## src/hw/rtl/dlipd_pkg.sv

```systemverilog
// Shared types, constants and control-word layout for the dual-loop duty controller.
package dlipd_pkg;

  localparam int SAMPLE_W       = 16;
  localparam int GAIN_W         = 24;
  localparam int IDX_W          = 4;
  localparam int CFG_W          = 24;
  localparam int ERR_W          = SAMPLE_W + 1;
  localparam int DLT_W          = SAMPLE_W + 2;
  localparam int DDL_W          = SAMPLE_W + 3;
  localparam int PROD_W         = GAIN_W + 1 + DDL_W;
  localparam int ACC_W          = 48;
  localparam int DUTY_FRAC_BITS = 40;
  localparam int LO_W           = DUTY_FRAC_BITS - GAIN_W;
  localparam int PERIOD_COUNTS  = 18432;
  localparam int PULSE_W        = 16;
  localparam int STEP_W         = 4;

  typedef logic        [SAMPLE_W-1:0]       sample_t;
  typedef logic        [GAIN_W-1:0]         gain_t;
  typedef logic signed [ERR_W-1:0]          err_t;
  typedef logic signed [DLT_W-1:0]          dlt_t;
  typedef logic signed [DDL_W-1:0]          ddl_t;
  typedef logic signed [PROD_W-1:0]         prod_t;
  typedef logic signed [ACC_W-1:0]          acc_t;
  typedef logic        [DUTY_FRAC_BITS-1:0] duty_t;
  typedef logic        [PULSE_W-1:0]        pulse_t;
  typedef logic        [STEP_W-1:0]         step_t;

  localparam duty_t DUTY_HIGH = duty_t'((64'd92 << DUTY_FRAC_BITS) / 64'd100);
  localparam duty_t DUTY_LOW  = duty_t'((64'd2 << DUTY_FRAC_BITS) / 64'd100);
  localparam acc_t  DUTY_ONE  = acc_t'(64'd1 << DUTY_FRAC_BITS);
  localparam ddl_t  PERIOD_OP = ddl_t'(PERIOD_COUNTS);

  localparam gain_t KP_RESET = gain_t'(1832519);
  localparam gain_t KI_RESET = gain_t'(366504);
  localparam gain_t KD_RESET = gain_t'(0);

  typedef enum logic [IDX_W-1:0] {
    REG_TARGET_V = 4'd0,
    REG_TARGET_I = 4'd1,
    REG_VOLT_KP  = 4'd2,
    REG_VOLT_KI  = 4'd3,
    REG_VOLT_KD  = 4'd4,
    REG_CURR_KP  = 4'd5,
    REG_CURR_KI  = 4'd6,
    REG_CURR_KD  = 4'd7
  } reg_idx_t;

  typedef struct packed {
    sample_t volt_setpoint;
    sample_t curr_setpoint;
    gain_t   volt_prop_gain;
    gain_t   volt_integ_gain;
    gain_t   volt_deriv_gain;
    gain_t   curr_prop_gain;
    gain_t   curr_integ_gain;
    gain_t   curr_deriv_gain;
  } cfg_t;

  localparam step_t STEP_IDLE = 4'd0;
  localparam step_t STEP_DIFF = 4'd1;
  localparam step_t STEP_MULP = 4'd2;
  localparam step_t STEP_MULI = 4'd3;
  localparam step_t STEP_MULD = 4'd4;
  localparam step_t STEP_FIN  = 4'd5;
  localparam step_t STEP_SEL  = 4'd6;
  localparam step_t STEP_MULH = 4'd7;
  localparam step_t STEP_MULL = 4'd8;
  localparam step_t STEP_OUT  = 4'd9;

  typedef enum logic [2:0] {
    MA_KP,
    MA_KI,
    MA_KD,
    MA_HI,
    MA_LO
  } mul_a_t;

  typedef enum logic [1:0] {
    MB_ERR,
    MB_DLT,
    MB_DDL,
    MB_PER
  } mul_b_t;

  typedef enum logic [1:0] {
    ACC_HOLD,
    ACC_STATE,
    ACC_ADD,
    ACC_PROD
  } acc_op_t;

  typedef enum logic [2:0] {
    JMP_NEXT,
    JMP_WAIT_IN,
    JMP_LOOP,
    JMP_WAIT_OUT,
    JMP_GOTO
  } jmp_t;

  typedef struct packed {
    mul_a_t  a_sel;
    mul_b_t  b_sel;
    acc_op_t acc_op;
    logic    diff_en;
    logic    wb_en;
    logic    sel_en;
    jmp_t    jmp;
    step_t   target;
  } uword_t;

  localparam uword_t UW_NOP = '{
    a_sel:   MA_KP,
    b_sel:   MB_ERR,
    acc_op:  ACC_HOLD,
    diff_en: 1'b0,
    wb_en:   1'b0,
    sel_en:  1'b0,
    jmp:     JMP_NEXT,
    target:  STEP_IDLE
  };

  typedef struct packed {
    uword_t uw;
    logic   loop_sel;
    logic   take;
    logic   load_out;
    logic   in_ready;
  } ctrl_t;

  typedef struct packed {
    logic in_valid;
    logic out_busy;
  } status_t;

endpackage

```

## src/hw/rtl/dlipd_sample_if.sv

```systemverilog
// Sample channel: one voltage and one current sample per item.
interface dlipd_sample_if;
  logic                 valid;
  logic                 ready;
  dlipd_pkg::sample_t   vout_sample;
  dlipd_pkg::sample_t   iout_sample;

  modport source (output valid, output vout_sample, output iout_sample, input ready);
  modport sink   (input valid, input vout_sample, input iout_sample, output ready);
endinterface

```

## src/hw/rtl/dlipd_result_if.sv

```systemverilog
// Result channel: compare value, half compare value and current-limit flag.
interface dlipd_result_if;
  logic                          valid;
  logic                          ready;
  dlipd_pkg::pulse_t             compare_value;
  logic [dlipd_pkg::PULSE_W-2:0] half_pulse;
  logic                          current_limiting;

  modport source (output valid, output compare_value, output half_pulse,
                  output current_limiting, input ready);
  modport sink   (input valid, input compare_value, input half_pulse,
                  input current_limiting, output ready);
endinterface

```

## src/hw/rtl/dlipd_cfg_if.sv

```systemverilog
// Configuration write channel: register index and write data.
interface dlipd_cfg_if;
  logic                        valid;
  logic                        ready;
  logic [dlipd_pkg::IDX_W-1:0] index;
  logic [dlipd_pkg::CFG_W-1:0] data;

  modport source (output valid, output index, output data, input ready);
  modport sink   (input valid, input index, input data, output ready);
endinterface

```

## src/hw/rtl/dlipd_cfg_regs.sv

```systemverilog
// Setpoint and gain register file.
module dlipd_cfg_regs (
  input  logic            clk,
  input  logic            rst,
  dlipd_cfg_if.sink       cfg,
  output dlipd_pkg::cfg_t regs
);

  assign cfg.ready = !rst;

  always_ff @(posedge clk) begin
    if (rst) begin
      regs.volt_setpoint   <= '0;
      regs.curr_setpoint   <= '0;
      regs.volt_prop_gain  <= dlipd_pkg::KP_RESET;
      regs.volt_integ_gain <= dlipd_pkg::KI_RESET;
      regs.volt_deriv_gain <= dlipd_pkg::KD_RESET;
      regs.curr_prop_gain  <= dlipd_pkg::KP_RESET;
      regs.curr_integ_gain <= dlipd_pkg::KI_RESET;
      regs.curr_deriv_gain <= dlipd_pkg::KD_RESET;
    end else if (cfg.valid) begin
      unique case (cfg.index)
        dlipd_pkg::REG_TARGET_V: regs.volt_setpoint   <= dlipd_pkg::sample_t'(cfg.data);
        dlipd_pkg::REG_TARGET_I: regs.curr_setpoint   <= dlipd_pkg::sample_t'(cfg.data);
        dlipd_pkg::REG_VOLT_KP:  regs.volt_prop_gain  <= dlipd_pkg::gain_t'(cfg.data);
        dlipd_pkg::REG_VOLT_KI:  regs.volt_integ_gain <= dlipd_pkg::gain_t'(cfg.data);
        dlipd_pkg::REG_VOLT_KD:  regs.volt_deriv_gain <= dlipd_pkg::gain_t'(cfg.data);
        dlipd_pkg::REG_CURR_KP:  regs.curr_prop_gain  <= dlipd_pkg::gain_t'(cfg.data);
        dlipd_pkg::REG_CURR_KI:  regs.curr_integ_gain <= dlipd_pkg::gain_t'(cfg.data);
        dlipd_pkg::REG_CURR_KD:  regs.curr_deriv_gain <= dlipd_pkg::gain_t'(cfg.data);
        default: begin
        end
      endcase
    end
  end

endmodule

```

## src/hw/rtl/dlipd_seq.sv

```systemverilog
// Microcode sequencer: step counter, control store and jump logic.
module dlipd_seq (
  input  logic               clk,
  input  logic               rst,
  input  dlipd_pkg::status_t status,
  output dlipd_pkg::ctrl_t   ctrl
);

  dlipd_pkg::step_t  step;
  dlipd_pkg::step_t  step_next;
  logic              loop_sel;
  logic              loop_sel_next;
  logic              take;
  logic              load_out;
  dlipd_pkg::uword_t uw;

  function automatic dlipd_pkg::uword_t ucode(input dlipd_pkg::step_t s);
    dlipd_pkg::uword_t w;
    w = dlipd_pkg::UW_NOP;
    unique case (s)
      dlipd_pkg::STEP_IDLE: begin
        w.jmp = dlipd_pkg::JMP_WAIT_IN;
      end
      dlipd_pkg::STEP_DIFF: begin
        w.diff_en = 1'b1;
        w.acc_op  = dlipd_pkg::ACC_STATE;
      end
      dlipd_pkg::STEP_MULP: begin
        w.a_sel = dlipd_pkg::MA_KP;
        w.b_sel = dlipd_pkg::MB_DLT;
      end
      dlipd_pkg::STEP_MULI: begin
        w.a_sel  = dlipd_pkg::MA_KI;
        w.b_sel  = dlipd_pkg::MB_ERR;
        w.acc_op = dlipd_pkg::ACC_ADD;
      end
      dlipd_pkg::STEP_MULD: begin
        w.a_sel  = dlipd_pkg::MA_KD;
        w.b_sel  = dlipd_pkg::MB_DDL;
        w.acc_op = dlipd_pkg::ACC_ADD;
      end
      dlipd_pkg::STEP_FIN: begin
        w.wb_en  = 1'b1;
        w.jmp    = dlipd_pkg::JMP_LOOP;
        w.target = dlipd_pkg::STEP_DIFF;
      end
      dlipd_pkg::STEP_SEL: begin
        w.sel_en = 1'b1;
      end
      dlipd_pkg::STEP_MULH: begin
        w.a_sel = dlipd_pkg::MA_HI;
        w.b_sel = dlipd_pkg::MB_PER;
      end
      dlipd_pkg::STEP_MULL: begin
        w.a_sel  = dlipd_pkg::MA_LO;
        w.b_sel  = dlipd_pkg::MB_PER;
        w.acc_op = dlipd_pkg::ACC_PROD;
      end
      dlipd_pkg::STEP_OUT: begin
        w.a_sel  = dlipd_pkg::MA_LO;
        w.b_sel  = dlipd_pkg::MB_PER;
        w.jmp    = dlipd_pkg::JMP_WAIT_OUT;
        w.target = dlipd_pkg::STEP_IDLE;
      end
      default: begin
        w.jmp    = dlipd_pkg::JMP_GOTO;
        w.target = dlipd_pkg::STEP_IDLE;
      end
    endcase
    return w;
  endfunction

  assign uw = ucode(step);

  always_comb begin
    step_next     = step;
    loop_sel_next = loop_sel;
    take          = 1'b0;
    load_out      = 1'b0;
    unique case (uw.jmp)
      dlipd_pkg::JMP_NEXT: begin
        step_next = step + dlipd_pkg::step_t'(1);
      end
      dlipd_pkg::JMP_WAIT_IN: begin
        if (status.in_valid) begin
          take      = 1'b1;
          step_next = step + dlipd_pkg::step_t'(1);
        end
      end
      dlipd_pkg::JMP_LOOP: begin
        if (!loop_sel) begin
          step_next     = uw.target;
          loop_sel_next = 1'b1;
        end else begin
          step_next     = step + dlipd_pkg::step_t'(1);
          loop_sel_next = 1'b0;
        end
      end
      dlipd_pkg::JMP_WAIT_OUT: begin
        if (!status.out_busy) begin
          load_out  = 1'b1;
          step_next = uw.target;
        end
      end
      dlipd_pkg::JMP_GOTO: begin
        step_next = uw.target;
      end
      default: begin
        step_next = dlipd_pkg::STEP_IDLE;
      end
    endcase
  end

  always_ff @(posedge clk) begin
    if (rst) begin
      step     <= dlipd_pkg::STEP_IDLE;
      loop_sel <= 1'b0;
    end else begin
      step     <= step_next;
      loop_sel <= loop_sel_next;
    end
  end

  assign ctrl.uw       = uw;
  assign ctrl.loop_sel = loop_sel;
  assign ctrl.take     = take;
  assign ctrl.load_out = load_out;
  assign ctrl.in_ready = (uw.jmp == dlipd_pkg::JMP_WAIT_IN);

endmodule

```

## src/hw/rtl/dlipd_datapath.sv

```systemverilog
// Loop datapath: error terms, shared multiplier, accumulator, clamp and result register.
module dlipd_datapath (
  input  logic               clk,
  input  logic               rst,
  input  dlipd_pkg::cfg_t    regs,
  input  dlipd_pkg::ctrl_t   ctrl,
  dlipd_sample_if.sink       sample,
  dlipd_result_if.source     result,
  output dlipd_pkg::status_t status
);

  dlipd_pkg::sample_t vs;
  dlipd_pkg::sample_t is;
  dlipd_pkg::err_t    err;
  dlipd_pkg::dlt_t    dlt;
  dlipd_pkg::ddl_t    ddl;
  dlipd_pkg::prod_t   prod;
  dlipd_pkg::acc_t    acc;
  dlipd_pkg::err_t    v_err_prev;
  dlipd_pkg::dlt_t    v_dlt_prev;
  dlipd_pkg::duty_t   v_accum;
  dlipd_pkg::err_t    c_err_prev;
  dlipd_pkg::dlt_t    c_dlt_prev;
  dlipd_pkg::duty_t   c_accum;
  dlipd_pkg::duty_t   duty;
  logic               cur_sel;
  logic               out_valid;
  dlipd_pkg::pulse_t  pulse;
  logic               cur_lim;

  dlipd_pkg::sample_t tgt_sel;
  dlipd_pkg::sample_t smp_sel;
  dlipd_pkg::err_t    err_prev_sel;
  dlipd_pkg::dlt_t    dlt_prev_sel;
  dlipd_pkg::duty_t   accum_sel;
  dlipd_pkg::gain_t   kp_sel;
  dlipd_pkg::gain_t   ki_sel;
  dlipd_pkg::gain_t   kd_sel;
  dlipd_pkg::err_t    err_c;
  dlipd_pkg::dlt_t    dlt_c;
  dlipd_pkg::ddl_t    ddl_c;
  dlipd_pkg::gain_t   mul_a;
  dlipd_pkg::ddl_t    mul_b;
  dlipd_pkg::prod_t   prod_c;
  dlipd_pkg::acc_t    fin_sum;
  dlipd_pkg::duty_t   clamped;
  dlipd_pkg::acc_t    out_sum;

  assign tgt_sel      = ctrl.loop_sel ? regs.curr_setpoint : regs.volt_setpoint;
  assign smp_sel      = ctrl.loop_sel ? is : vs;
  assign err_prev_sel = ctrl.loop_sel ? c_err_prev : v_err_prev;
  assign dlt_prev_sel = ctrl.loop_sel ? c_dlt_prev : v_dlt_prev;
  assign accum_sel    = ctrl.loop_sel ? c_accum : v_accum;
  assign kp_sel       = ctrl.loop_sel ? regs.curr_prop_gain : regs.volt_prop_gain;
  assign ki_sel       = ctrl.loop_sel ? regs.curr_integ_gain : regs.volt_integ_gain;
  assign kd_sel       = ctrl.loop_sel ? regs.curr_deriv_gain : regs.volt_deriv_gain;

  assign err_c = dlipd_pkg::err_t'({1'b0, tgt_sel}) - dlipd_pkg::err_t'({1'b0, smp_sel});
  assign dlt_c = dlipd_pkg::dlt_t'(err_c) - dlipd_pkg::dlt_t'(err_prev_sel);
  assign ddl_c = dlipd_pkg::ddl_t'(dlt_c) - dlipd_pkg::ddl_t'(dlt_prev_sel);

  always_comb begin
    case (ctrl.uw.a_sel)
      dlipd_pkg::MA_KP: mul_a = kp_sel;
      dlipd_pkg::MA_KI: mul_a = ki_sel;
      dlipd_pkg::MA_KD: mul_a = kd_sel;
      dlipd_pkg::MA_HI: mul_a = duty[dlipd_pkg::DUTY_FRAC_BITS-1 -: dlipd_pkg::GAIN_W];
      dlipd_pkg::MA_LO: mul_a = dlipd_pkg::gain_t'(duty[dlipd_pkg::LO_W-1:0]);
      default:          mul_a = '0;
    endcase
  end

  always_comb begin
    case (ctrl.uw.b_sel)
      dlipd_pkg::MB_ERR: mul_b = dlipd_pkg::ddl_t'(err);
      dlipd_pkg::MB_DLT: mul_b = dlipd_pkg::ddl_t'(dlt);
      dlipd_pkg::MB_DDL: mul_b = ddl;
      dlipd_pkg::MB_PER: mul_b = dlipd_pkg::PERIOD_OP;
      default:           mul_b = '0;
    endcase
  end

  assign prod_c  = $signed({1'b0, mul_a}) * mul_b;
  assign fin_sum = acc + dlipd_pkg::acc_t'(prod);
  assign out_sum = acc + dlipd_pkg::acc_t'(prod >>> dlipd_pkg::LO_W);

  always_comb begin
    if (fin_sum >= dlipd_pkg::DUTY_ONE) begin
      clamped = dlipd_pkg::DUTY_HIGH;
    end else if (fin_sum <= dlipd_pkg::acc_t'(dlipd_pkg::DUTY_LOW)) begin
      clamped = dlipd_pkg::DUTY_LOW;
    end else begin
      clamped = fin_sum[dlipd_pkg::DUTY_FRAC_BITS-1:0];
    end
  end

  always_ff @(posedge clk) begin
    if (ctrl.take) begin
      vs <= sample.vout_sample;
      is <= sample.iout_sample;
    end
    if (ctrl.uw.diff_en) begin
      err <= err_c;
      dlt <= dlt_c;
      ddl <= ddl_c;
    end
    prod <= prod_c;
    case (ctrl.uw.acc_op)
      dlipd_pkg::ACC_STATE: acc <= dlipd_pkg::acc_t'(accum_sel);
      dlipd_pkg::ACC_ADD:   acc <= fin_sum;
      dlipd_pkg::ACC_PROD:  acc <= dlipd_pkg::acc_t'(prod);
      default: begin
      end
    endcase
    if (ctrl.uw.sel_en) begin
      cur_sel <= (v_accum >= c_accum);
      duty    <= (v_accum >= c_accum) ? c_accum : v_accum;
    end
    if (ctrl.load_out) begin
      pulse   <= out_sum[dlipd_pkg::GAIN_W +: dlipd_pkg::PULSE_W];
      cur_lim <= cur_sel;
    end
  end

  always_ff @(posedge clk) begin
    if (rst) begin
      v_err_prev <= '0;
      v_dlt_prev <= '0;
      v_accum    <= '0;
      c_err_prev <= '0;
      c_dlt_prev <= '0;
      c_accum    <= '0;
      out_valid  <= 1'b0;
    end else begin
      if (ctrl.uw.wb_en) begin
        if (ctrl.loop_sel) begin
          c_accum    <= clamped;
          c_err_prev <= err;
          c_dlt_prev <= dlt;
        end else begin
          v_accum    <= clamped;
          v_err_prev <= err;
          v_dlt_prev <= dlt;
        end
      end
      if (ctrl.load_out) begin
        out_valid <= 1'b1;
      end else if (result.ready) begin
        out_valid <= 1'b0;
      end
    end
  end

  assign sample.ready            = ctrl.in_ready && !rst;
  assign result.valid            = out_valid;
  assign result.compare_value    = pulse;
  assign result.half_pulse       = pulse[dlipd_pkg::PULSE_W-1:1];
  assign result.current_limiting = cur_lim;

  assign status.in_valid = sample.valid && !rst;
  assign status.out_busy = out_valid && !result.ready;

endmodule

```

## src/hw/rtl/dual_loop_incremental_pid_duty.sv

```systemverilog
// Top level of the dual-loop incremental PID duty controller.
// Each sample item (one voltage and one current reading) runs through a
// voltage and a current incremental PID loop, each keeping a duty fraction
// with 40 fraction bits clamped to [0.02, 1.0); the smaller duty wins (ties
// go to the current loop, flagged by current_limiting) and is scaled to the
// PWM period. A ten-step microprogram drives one shared 25x19 multiplier and
// one 48-bit accumulator: an item occupies the block from acceptance until
// its result is loaded, five steps per loop for the proportional, integral
// and derivative products plus four for the select and period scaling, and
// one idle step takes the next item, so only one item is in flight at a time.
// The next item is taken in the cycle after the result is loaded, even while
// that result still waits at the output; a result is only loaded once the
// previous one has been taken.
// Configuration writes are accepted in every cycle outside reset.
module dual_loop_incremental_pid_duty (
  input  logic           clk,
  input  logic           rst,
  dlipd_sample_if.sink   sample,
  dlipd_result_if.source result,
  dlipd_cfg_if.sink      cfg
);

  dlipd_pkg::cfg_t    regs;
  dlipd_pkg::ctrl_t   ctrl;
  dlipd_pkg::status_t status;

  dlipd_cfg_regs u_cfg_regs (
    .clk  (clk),
    .rst  (rst),
    .cfg  (cfg),
    .regs (regs)
  );

  dlipd_seq u_seq (
    .clk    (clk),
    .rst    (rst),
    .status (status),
    .ctrl   (ctrl)
  );

  dlipd_datapath u_datapath (
    .clk    (clk),
    .rst    (rst),
    .regs   (regs),
    .ctrl   (ctrl),
    .sample (sample),
    .result (result),
    .status (status)
  );

endmodule

```

## src/flat_wrapper.sv

```systemverilog
// flat-port wrapper written by rule: the top's interface ports become plain ports
module dual_loop_incremental_pid_duty_flat 
  (clk, rst, sample_valid, sample_vout_sample, sample_iout_sample, sample_ready, result_valid, result_compare_value, result_half_pulse, result_current_limiting, result_ready, cfg_valid, cfg_index, cfg_data, cfg_ready);
  dlipd_sample_if sample_i ();
  dlipd_result_if result_i ();
  dlipd_cfg_if cfg_i ();
  input  logic clk;
  input  logic rst;
  input wire logic [$bits(sample_i.valid)-1:0] sample_valid;
  input wire logic [$bits(sample_i.vout_sample)-1:0] sample_vout_sample;
  input wire logic [$bits(sample_i.iout_sample)-1:0] sample_iout_sample;
  output wire logic [$bits(sample_i.ready)-1:0] sample_ready;
  output wire logic [$bits(result_i.valid)-1:0] result_valid;
  output wire logic [$bits(result_i.compare_value)-1:0] result_compare_value;
  output wire logic [$bits(result_i.half_pulse)-1:0] result_half_pulse;
  output wire logic [$bits(result_i.current_limiting)-1:0] result_current_limiting;
  input wire logic [$bits(result_i.ready)-1:0] result_ready;
  input wire logic [$bits(cfg_i.valid)-1:0] cfg_valid;
  input wire logic [$bits(cfg_i.index)-1:0] cfg_index;
  input wire logic [$bits(cfg_i.data)-1:0] cfg_data;
  output wire logic [$bits(cfg_i.ready)-1:0] cfg_ready;
  assign sample_i.valid = sample_valid;
  assign sample_i.vout_sample = sample_vout_sample;
  assign sample_i.iout_sample = sample_iout_sample;
  assign sample_ready = sample_i.ready;
  assign result_valid = result_i.valid;
  assign result_compare_value = result_i.compare_value;
  assign result_half_pulse = result_i.half_pulse;
  assign result_current_limiting = result_i.current_limiting;
  assign result_i.ready = result_ready;
  assign cfg_i.valid = cfg_valid;
  assign cfg_i.index = cfg_index;
  assign cfg_i.data = cfg_data;
  assign cfg_ready = cfg_i.ready;
  dual_loop_incremental_pid_duty u_core (.clk(clk), .rst(rst), .sample(sample_i), .result(result_i), .cfg(cfg_i));
endmodule
```

## config.mk

```make
export PLATFORM = sky130hd
export DESIGN_NAME = dual_loop_incremental_pid_duty_flat
export DESIGN_NICKNAME = d
export VERILOG_FILES = /design/src/hw/rtl/dlipd_pkg.sv /design/src/hw/rtl/dlipd_sample_if.sv /design/src/hw/rtl/dlipd_result_if.sv /design/src/hw/rtl/dlipd_cfg_if.sv /design/src/hw/rtl/dlipd_cfg_regs.sv /design/src/hw/rtl/dlipd_seq.sv /design/src/hw/rtl/dlipd_datapath.sv /design/src/hw/rtl/dual_loop_incremental_pid_duty.sv /design/src/flat_wrapper.sv
export SDC_FILE = /design/constraint.sdc
export NUM_CORES = 2
export LEC_CHECK = 0
export BUFFER_PORTS_ARGS = -buffer_cell sky130_fd_sc_hd__buf_2
export CAP_MARGIN = 20
export CORE_MARGIN = 2
export CORE_UTILIZATION = 65
export CTS_CLUSTER_DIAMETER = 120
export DETAILED_ROUTE_END_ITERATION = 16
export GPL_TIMING_DRIVEN = 0
export PLACE_DENSITY = 0.82
export SLEW_MARGIN = 20
export SYNTH_ARGS = -nofsm -noshare
export SYNTH_HDL_FRONTEND = slang
export SYNTH_SLANG_ARGS = --single-unit
export TNS_END_PERCENT = 100
```

## constraint.sdc

```tcl
create_clock -name clk -period 23.5 [get_ports clk]
set_input_delay 4.7 -clock clk [delete_from_list [all_inputs] [get_ports clk]]
set_output_delay 4.7 -clock clk [all_outputs]
set_load 0.01 [all_outputs]
```

# After elaboration in Yosys (flattened, before gate mapping)
# Index checks and enable logic that the tools add are counted.
# totals
regBits	568
elab_cells	129
inputBits	65
# op_classes
n_reduce_logical	26
n_mul	1
n_mux	32
addsub	6
n_bitwise	1
order_cmp	3
eq_ne	32
# op_table
op	count
40-bit 2-to-1 mux	4
48-bit one-hot mux with 3 select lines	1
24-bit one-hot mux with 5 select lines	1
19-bit one-hot mux with 4 select lines	1
24-bit 2-to-1 mux	3
48-bit by 44-bit adder with 48-bit output	1
48-bit by 42-bit greater-or-equal comparator with 1-bit output, second input constant	1
48-bit by 36-bit less-or-equal comparator with 1-bit output, second input constant	1
25-bit by 19-bit multiplier with 44-bit output	1
40-bit by 28-bit adder with 40-bit output	1
40-bit greater-or-equal comparator	1
4-bit by 3-bit equality test with 1-bit output, second input constant	8
16-bit 2-to-1 mux	2
5-bit one-hot mux with 5 select lines	1
2-bit AND reduction	11
4-bit one-hot mux with 5 select lines	1
18-bit by 18-bit subtractor with 19-bit output	1
18-bit 2-to-1 mux	1
17-bit by 17-bit subtractor with 18-bit output	1
17-bit 2-to-1 mux	1
16-bit by 16-bit subtractor with 17-bit output	1
4-bit by 2-bit equality test with 1-bit output, second input constant	4
3-bit by 2-bit equality test with 1-bit output, second input constant	4
4-bit 2-to-1 mux	3
other kinds (22)	46

# Logic depth before layout (Yosys ltp)
# depth
word_depth	6
mapped_depth	38
depth_no_buf	34

# By module
# A second synthesis with hierarchy kept.
# hier_totals
cells_unflattened	5064
area_unflattened_um2	46203.1
# by_module_without_submodules
mod	seq_area_each_um2	cells_each	instances	area_each_um2
dlipd_datapath	9669.3	4359	1	39125.0
dlipd_cfg_regs	3523.4	631	1	6493.7
dlipd_seq	100.1	74	1	584.3

# Least setup slack after synthesis
# OpenSTA, ideal clock, no wires.
# synth_path
kind	input port to output port
start	input port rst
end	output port sample_ready
t_required_ns	18.800
slack_ns	13.150
arrival_ns	5.650
path_buffers	3
stages	4
path_cell_list	clkbuf_1 -> clkbuf_1 -> clkbuf_1 -> nor2_1
# synth_via
elab_chain_cells	2
# synth_rtl
item	line_no	text
start, declared	flat_wrapper.sv:8	input logic rst;
1-bit logical NOT	dlipd_datapath.sv:154	assign sample.ready = ctrl.in_ready && !rst;
1-bit logical AND	dlipd_datapath.sv:154	
end, declared	flat_wrapper.sv:12	output wire logic [$bits(sample_i.ready)-1:0] sample_ready;
# No other way between the ends.

# Worst setup path in the final report
# layout_path
start	register u_core.u_seq.step[3]
end	register u_core.u_datapath.prod[42]
# layout_via
elab_chain_cells	6
elab_cells_between_ends	20
classes_between	mul: 1; eq/ne: 13; mux: 3; reduce/logical: 3
# layout_rtl
item	line_no	text
start, declared	dlipd_seq.sv:9	dlipd_pkg::step_t step;
start signal, assigned	dlipd_seq.sv:116	step <= dlipd_pkg::STEP_IDLE;
start signal, assigned	dlipd_seq.sv:119	step <= step_next;
4-bit equality test	dlipd_seq.sv:20	unique case (s)
2-bit OR reduction (no source line)	n/a	
5-bit one-hot mux with 5 select lines (*)	dlipd_seq.sv:20	
3-bit equality test, or another cell as far along	dlipd_datapath.sv:63	case (ctrl.uw.a_sel)
24-bit one-hot mux with 5 select lines / 19-bit one-hot mux with 4 select lines (equally long branches)	dlipd_datapath.sv:63, dlipd_datapath.sv:74	
25-bit by 19-bit multiplier with 44-bit output (*)	dlipd_datapath.sv:83	assign prod_c = $signed({1'b0, mul_a}) * mul_b;
named net u_core.u_datapath.prod_c[42]	dlipd_datapath.sv:44	dlipd_pkg::prod_t prod_c;
end signal, assigned	dlipd_datapath.sv:107	prod <= prod_c;
end, declared	dlipd_datapath.sv:17	dlipd_pkg::prod_t prod;
# Mark *: on every way through the listed nets, which the timed path passes. The rest lies on a longest branch.
# A chain may end at the register's enable or synchronous reset.

==> impl_table.tex <==
\begin{tabular}{lr}
\hline
Metric & Value \\
\hline
\multicolumn{2}{l}{\textbf{Status}} \\
\quad Outcome & complete, no violations \\
\multicolumn{2}{l}{\textbf{Setup path}} \\
\quad Max FO, Critical Path & 10 \\
\quad CP required & 24,040 ps \\
\quad Crit-path slowest cell & sky130\_fd\_sc\_hd\_\_o221ai\_1 \\
\quad CP Data Arrival Time & 12,610 ps \\
\quad Reg2reg path depth & 36 \\
\quad Worst Setup Path Type & flip-flop to flip-flop \\
\quad Largest stage delay on the critical path & 810 ps \\
\quad CP endpoint kind & flip-flop \\
\quad Most frequent cell on the critical path & sky130\_fd\_sc\_hd\_\_fa\_1 \\
\quad Critical Path Source Type & flip-flop \\
\multicolumn{2}{l}{\textbf{Synth}} \\
\quad Post-synthesis instance area & 44,210 sq um \\
\quad Synth unique cells & 85 \\
\quad Synth top cells by count & sky130\_fd\_sc\_hd\_\_nand2\_1, sky130\_fd\_sc\_hd\_\_inv\_1, sky130\_fd\_sc\_hd\_\_fa\_1 \\
\quad Synthesized-area fraction occupied by xor and xnor cells & 0.02635 \\
\quad Compound-gate portion of the synthesized area & 0.1287 \\
\quad Area share of fa/ha/maj cells after synthesis & 0.2703 \\
\quad Largest cells by area after synthesis & sky130\_fd\_sc\_hd\_\_fa\_1, sky130\_fd\_sc\_hd\_\_dfxtp\_1, sky130\_fd\_sc\_hd\_\_edfxtp\_1 \\
\quad Synth Flop Type & sky130\_fd\_sc\_hd\_\_dfxtp\_1 \\
\quad Fraction of post-synthesis cell area in the top cell type by area & 0.1707 \\
\quad Simple-gate area share of the yosys netlist & 0.1486 \\
\quad Synth warnings & 0 \\
\quad Top-count cell post-synth & sky130\_fd\_sc\_hd\_\_nand2\_1 \\
\quad Combinational family with the most area after synthesis & adder cells \\
\quad Mux cell area share after synthesis & 0.05668 \\
\quad Most area-hungry cell type in the Yosys netlist & sky130\_fd\_sc\_hd\_\_fa\_1 \\
\quad Post-Syn Instances & 4,861 \\
\quad Post-synthesis sequential area ratio & 0.3006 \\
\quad Number of synthesized register bits & 568 \\
\quad Nets in the synthesized netlist & 5,655 \\
\quad Share of flip-flops with an asynchronous set or reset after synthesis & 0 \\
\quad Average instance area after synthesis & 9.096 sq um \\
\quad Count of flip-flops with a built-in enable after synthesis & 192 \\
\multicolumn{2}{l}{\textbf{Timing}} \\
\quad Setup repair after global routing missed its margin & no \\
\quad Setup TNS Final & 0 ps \\
\quad Final number of max-transition violations & 0 \\
\quad Hold Vio Cnt, Final & 0 \\
\quad Setup Skew & 80.83 ps \\
\quad Min Hold Slack & 453.9 ps \\
\quad Minimum clock period after layout & 12,070 ps \\
\quad Final Cycle Share & 0.5136 \\
\quad Transition time of the tightest slew-check pin & 1269 ps \\
\quad Max Freq & 0.08286 GHz \\
\quad Max-Slew Margin vs Limit & 0.1483 \\
\quad Final setup violating endpoints & 0 \\
\multicolumn{2}{l}{\textbf{Global route}} \\
\quad Gr ovfl total & 0 \\
\quad Maximum number of pins on one net before global-route repair & 56 \\
\quad Via count of the first global-routing pass & 36,000 \\
\quad Overall global routing resource usage & 0.3966 \\
\quad Global-route wire length before repair & 210,000 um \\
\quad Initial antenna violation count & 6 \\
\multicolumn{2}{l}{\textbf{Routing}} \\
\quad Number of nets with antenna violations after routing & 0 \\
\quad Number of detailed-routing iterations run before antenna repair & 6 \\
\quad Total wire length & 140,900 um \\
\quad DRC marker count from the first detailed-route iteration & 4,486 \\
\quad WL/cell & 23.69 um \\
\quad Routed vias & 37,530 \\
\quad Drc violations & 0 \\
\quad Detailed-route vias per instance & 6.310 \\
\multicolumn{2}{l}{\textbf{CTS}} \\
\quad Buffers inserted by post-CTS timing repair & 0 \\
\quad TritonCTS clock tree & yes \\
\quad Clock H-tree levels & 2 \\
\quad Buffer type at the clock tree root & sky130\_fd\_sc\_hd\_\_clkbuf\_16 \\
\quad Number of gates resized after cts & 0 \\
\quad Post-CTS clock slew at the launch and capture registers of the worst setup and hold paths & 60 ps \\
\quad Maximum root-to-sink buffer count & 3 \\
\quad Worst-Skew Late Latency & 690 ps \\
\quad Clock Sinks & 568 \\
\quad Number of buffers created by CTS & 60 \\
\quad Hold buffers post-CTS & 0 \\
\multicolumn{2}{l}{\textbf{Cells and area}} \\
\quad Ratio of cells with drive above 1 in the final layout & 0.06710 \\
\quad Nets & 5,809 \\
\quad Layout Area Growth over Synthesis & 8.532\% \\
\quad Total of fill cells in the finished design & 5,066 \\
\multicolumn{2}{l}{\textbf{Min path}} \\
\quad Worst Hold Depth & 2 \\
\quad Type of the most critical hold path & flip-flop to flip-flop \\
\multicolumn{2}{l}{\textbf{Floorplan}} \\
\quad Initial core utilization & 0.6572 \\
\quad CORE AREA & 67,280 sq um \\
\quad Vertical die dimension & 264.8 um \\
\quad Die outline width & 264.8 um \\
\quad Number of cell rows & 95 \\
\quad Number of ports placed on the die boundary & 100 \\
\quad Area enclosed by the die boundary & 70,120 sq um \\
\multicolumn{2}{l}{\textbf{Placed design}} \\
\quad DPL Wire Length & 110,700 um \\
\quad Count of input and output buffers & 82 \\
\quad GP Congestion & 1.024 \\
\multicolumn{2}{l}{\textbf{Job}} \\
\quad Max capacitance violation total & 0 \\
\hline
\end{tabular}
-- area by class of cell --
| type | instances | area, sq um | share of cell area |
|---|---|---|---|
| multi-input cells | 3505 | 27990 | 0.5832 |
| flip-flops and latches | 568 | 13290 | 0.2770 |
| inverters | 522 | 1959 | 0.04083 |
| clock buffers | 82 | 1659 | 0.03457 |
| well taps | 873 | 1092 | 0.02276 |
| plain buffers | 266 | 1080 | 0.02250 |
| repair buffers | 92 | 524.3 | 0.01093 |
| clock inverters | 32 | 374.1 | 0.007796 |
| diodes | 7 | 17.52 | 0.0003650 |
-- stage by stage --
stage	instances	utilization	area, sq um	worst slack (ps)
2_1_floorplan	4861	-	44210	13150
3_3_place_gp	5816	0.6795	45720	11570
3_5_place_dp	5825	0.6824	45910	11800
4_1_cts	5939	0.7126	47940	11720
5_1_grt	5940	0.7130	47970	11150
6_report	5947	0.7133	47990	11430
-- flip-flops by register name, indices dropped and copies added, names as in the netlist, 17 cells and up --
register / count
u_core.u_datapath.acc: 48
u_core.u_datapath.c_dlt_prev: 18
u_core.u_datapath.v_err_prev: 17
u_core.u_datapath.c_err_prev: 17
u_core.u_datapath.prod: 44
u_core.u_cfg_regs.regs: 176
u_core.u_datapath.v_dlt_prev: 18
u_core.u_datapath.v_accum: 40
u_core.u_datapath.err: 17
u_core.u_datapath.ddl: 19
u_core.u_datapath.duty: 40
u_core.u_datapath.c_accum: 40
u_core.u_datapath.dlt: 18
-- kinds of logic after synthesis --
logic type	after synthesis
multiplexers	243
AND/OR/NAND/NOR	1532
flip-flops	568
buffers and inverters	788
adder cells (fa/ha/maj)	729
AO/OA/AOI/OAI	868
XOR/XNOR	133
-- cells in the final DEF, fill, tap and decap left out, types with 9 or more instances in the layout --
cell,count
sky130_fd_sc_hd__o221a_2,15
sky130_fd_sc_hd__clkbuf_1,236
sky130_fd_sc_hd__buf_2,89
sky130_fd_sc_hd__o221ai_1,36
sky130_fd_sc_hd__a221oi_1,32
sky130_fd_sc_hd__nor2_1,315
sky130_fd_sc_hd__nor3_1,26
sky130_fd_sc_hd__o21ai_1,42
sky130_fd_sc_hd__nor2b_1,37
sky130_fd_sc_hd__o21bai_1,18
sky130_fd_sc_hd__and4_1,9
sky130_fd_sc_hd__a21o_1,63
sky130_fd_sc_hd__ha_1,352
sky130_fd_sc_hd__o211ai_1,11
sky130_fd_sc_hd__fa_1,377
sky130_fd_sc_hd__dfxtp_1,376
sky130_fd_sc_hd__a21oi_1,323
sky130_fd_sc_hd__xnor2_1,80
sky130_fd_sc_hd__clkbuf_16,61
sky130_fd_sc_hd__xor2_1,53
sky130_fd_sc_hd__nand2b_1,21
sky130_fd_sc_hd__o21ai_0,113
sky130_fd_sc_hd__a221o_1,36
sky130_fd_sc_hd__o21a_1,39
sky130_fd_sc_hd__buf_1,21
sky130_fd_sc_hd__nand2_1,879
sky130_fd_sc_hd__o221ai_2,9
sky130_fd_sc_hd__nand3_1,76
sky130_fd_sc_hd__mux2i_1,184
sky130_fd_sc_hd__edfxtp_1,192
sky130_fd_sc_hd__clkinv_2,15
sky130_fd_sc_hd__and2_1,77
sky130_fd_sc_hd__buf_4,21
sky130_fd_sc_hd__inv_1,521
sky130_fd_sc_hd__and3_1,14
sky130_fd_sc_hd__a31oi_1,13
sky130_fd_sc_hd__a211oi_1,29
sky130_fd_sc_hd__nand4_1,24
sky130_fd_sc_hd__mux2_2,59
-- worst max-delay path, delay by kind of cell (launching register included) --
kind | cells | cell delay [ps]
adders and majority gates | 8 | 3710
DFF | 1 | 310
and+or+nand+nor | 9 | 2330
xor gates and xnor gates | 1 | 360
AOI/OAI and AO/OA | 8 | 3010
buffers and inverters | 10 | 2180
-- worst paths after layout --
kind                                                      from                                      endpoint  slack (ps)
setup reg to reg             u_core.u_seq.step[3]$_SDFFE_PP0P_            u_core.u_datapath.prod[42]$_DFF_P_       11430
setup / recovery             u_core.u_seq.step[3]$_SDFFE_PP0P_            u_core.u_datapath.prod[42]$_DFF_P_       11430
hold reg to reg   u_core.u_datapath.v_dlt_prev[3]$_SDFFE_PP0P_  u_core.u_datapath.v_dlt_prev[3]$_SDFFE_PP0P_         450
hold / removal    u_core.u_datapath.v_dlt_prev[3]$_SDFFE_PP0P_  u_core.u_datapath.v_dlt_prev[3]$_SDFFE_PP0P_         450
-- routing by layer --
layer,global-route usage,share of wire
met1,0.5153,0.37
met2,0.6030,0.44
met3,0.08565,0.12
met4,0.2562,0.073
met5,0,0.00031
Power is left out: the tool's default activity adds up to more than one toggle a clock period on the data nets, which glitch-free logic cannot reach.
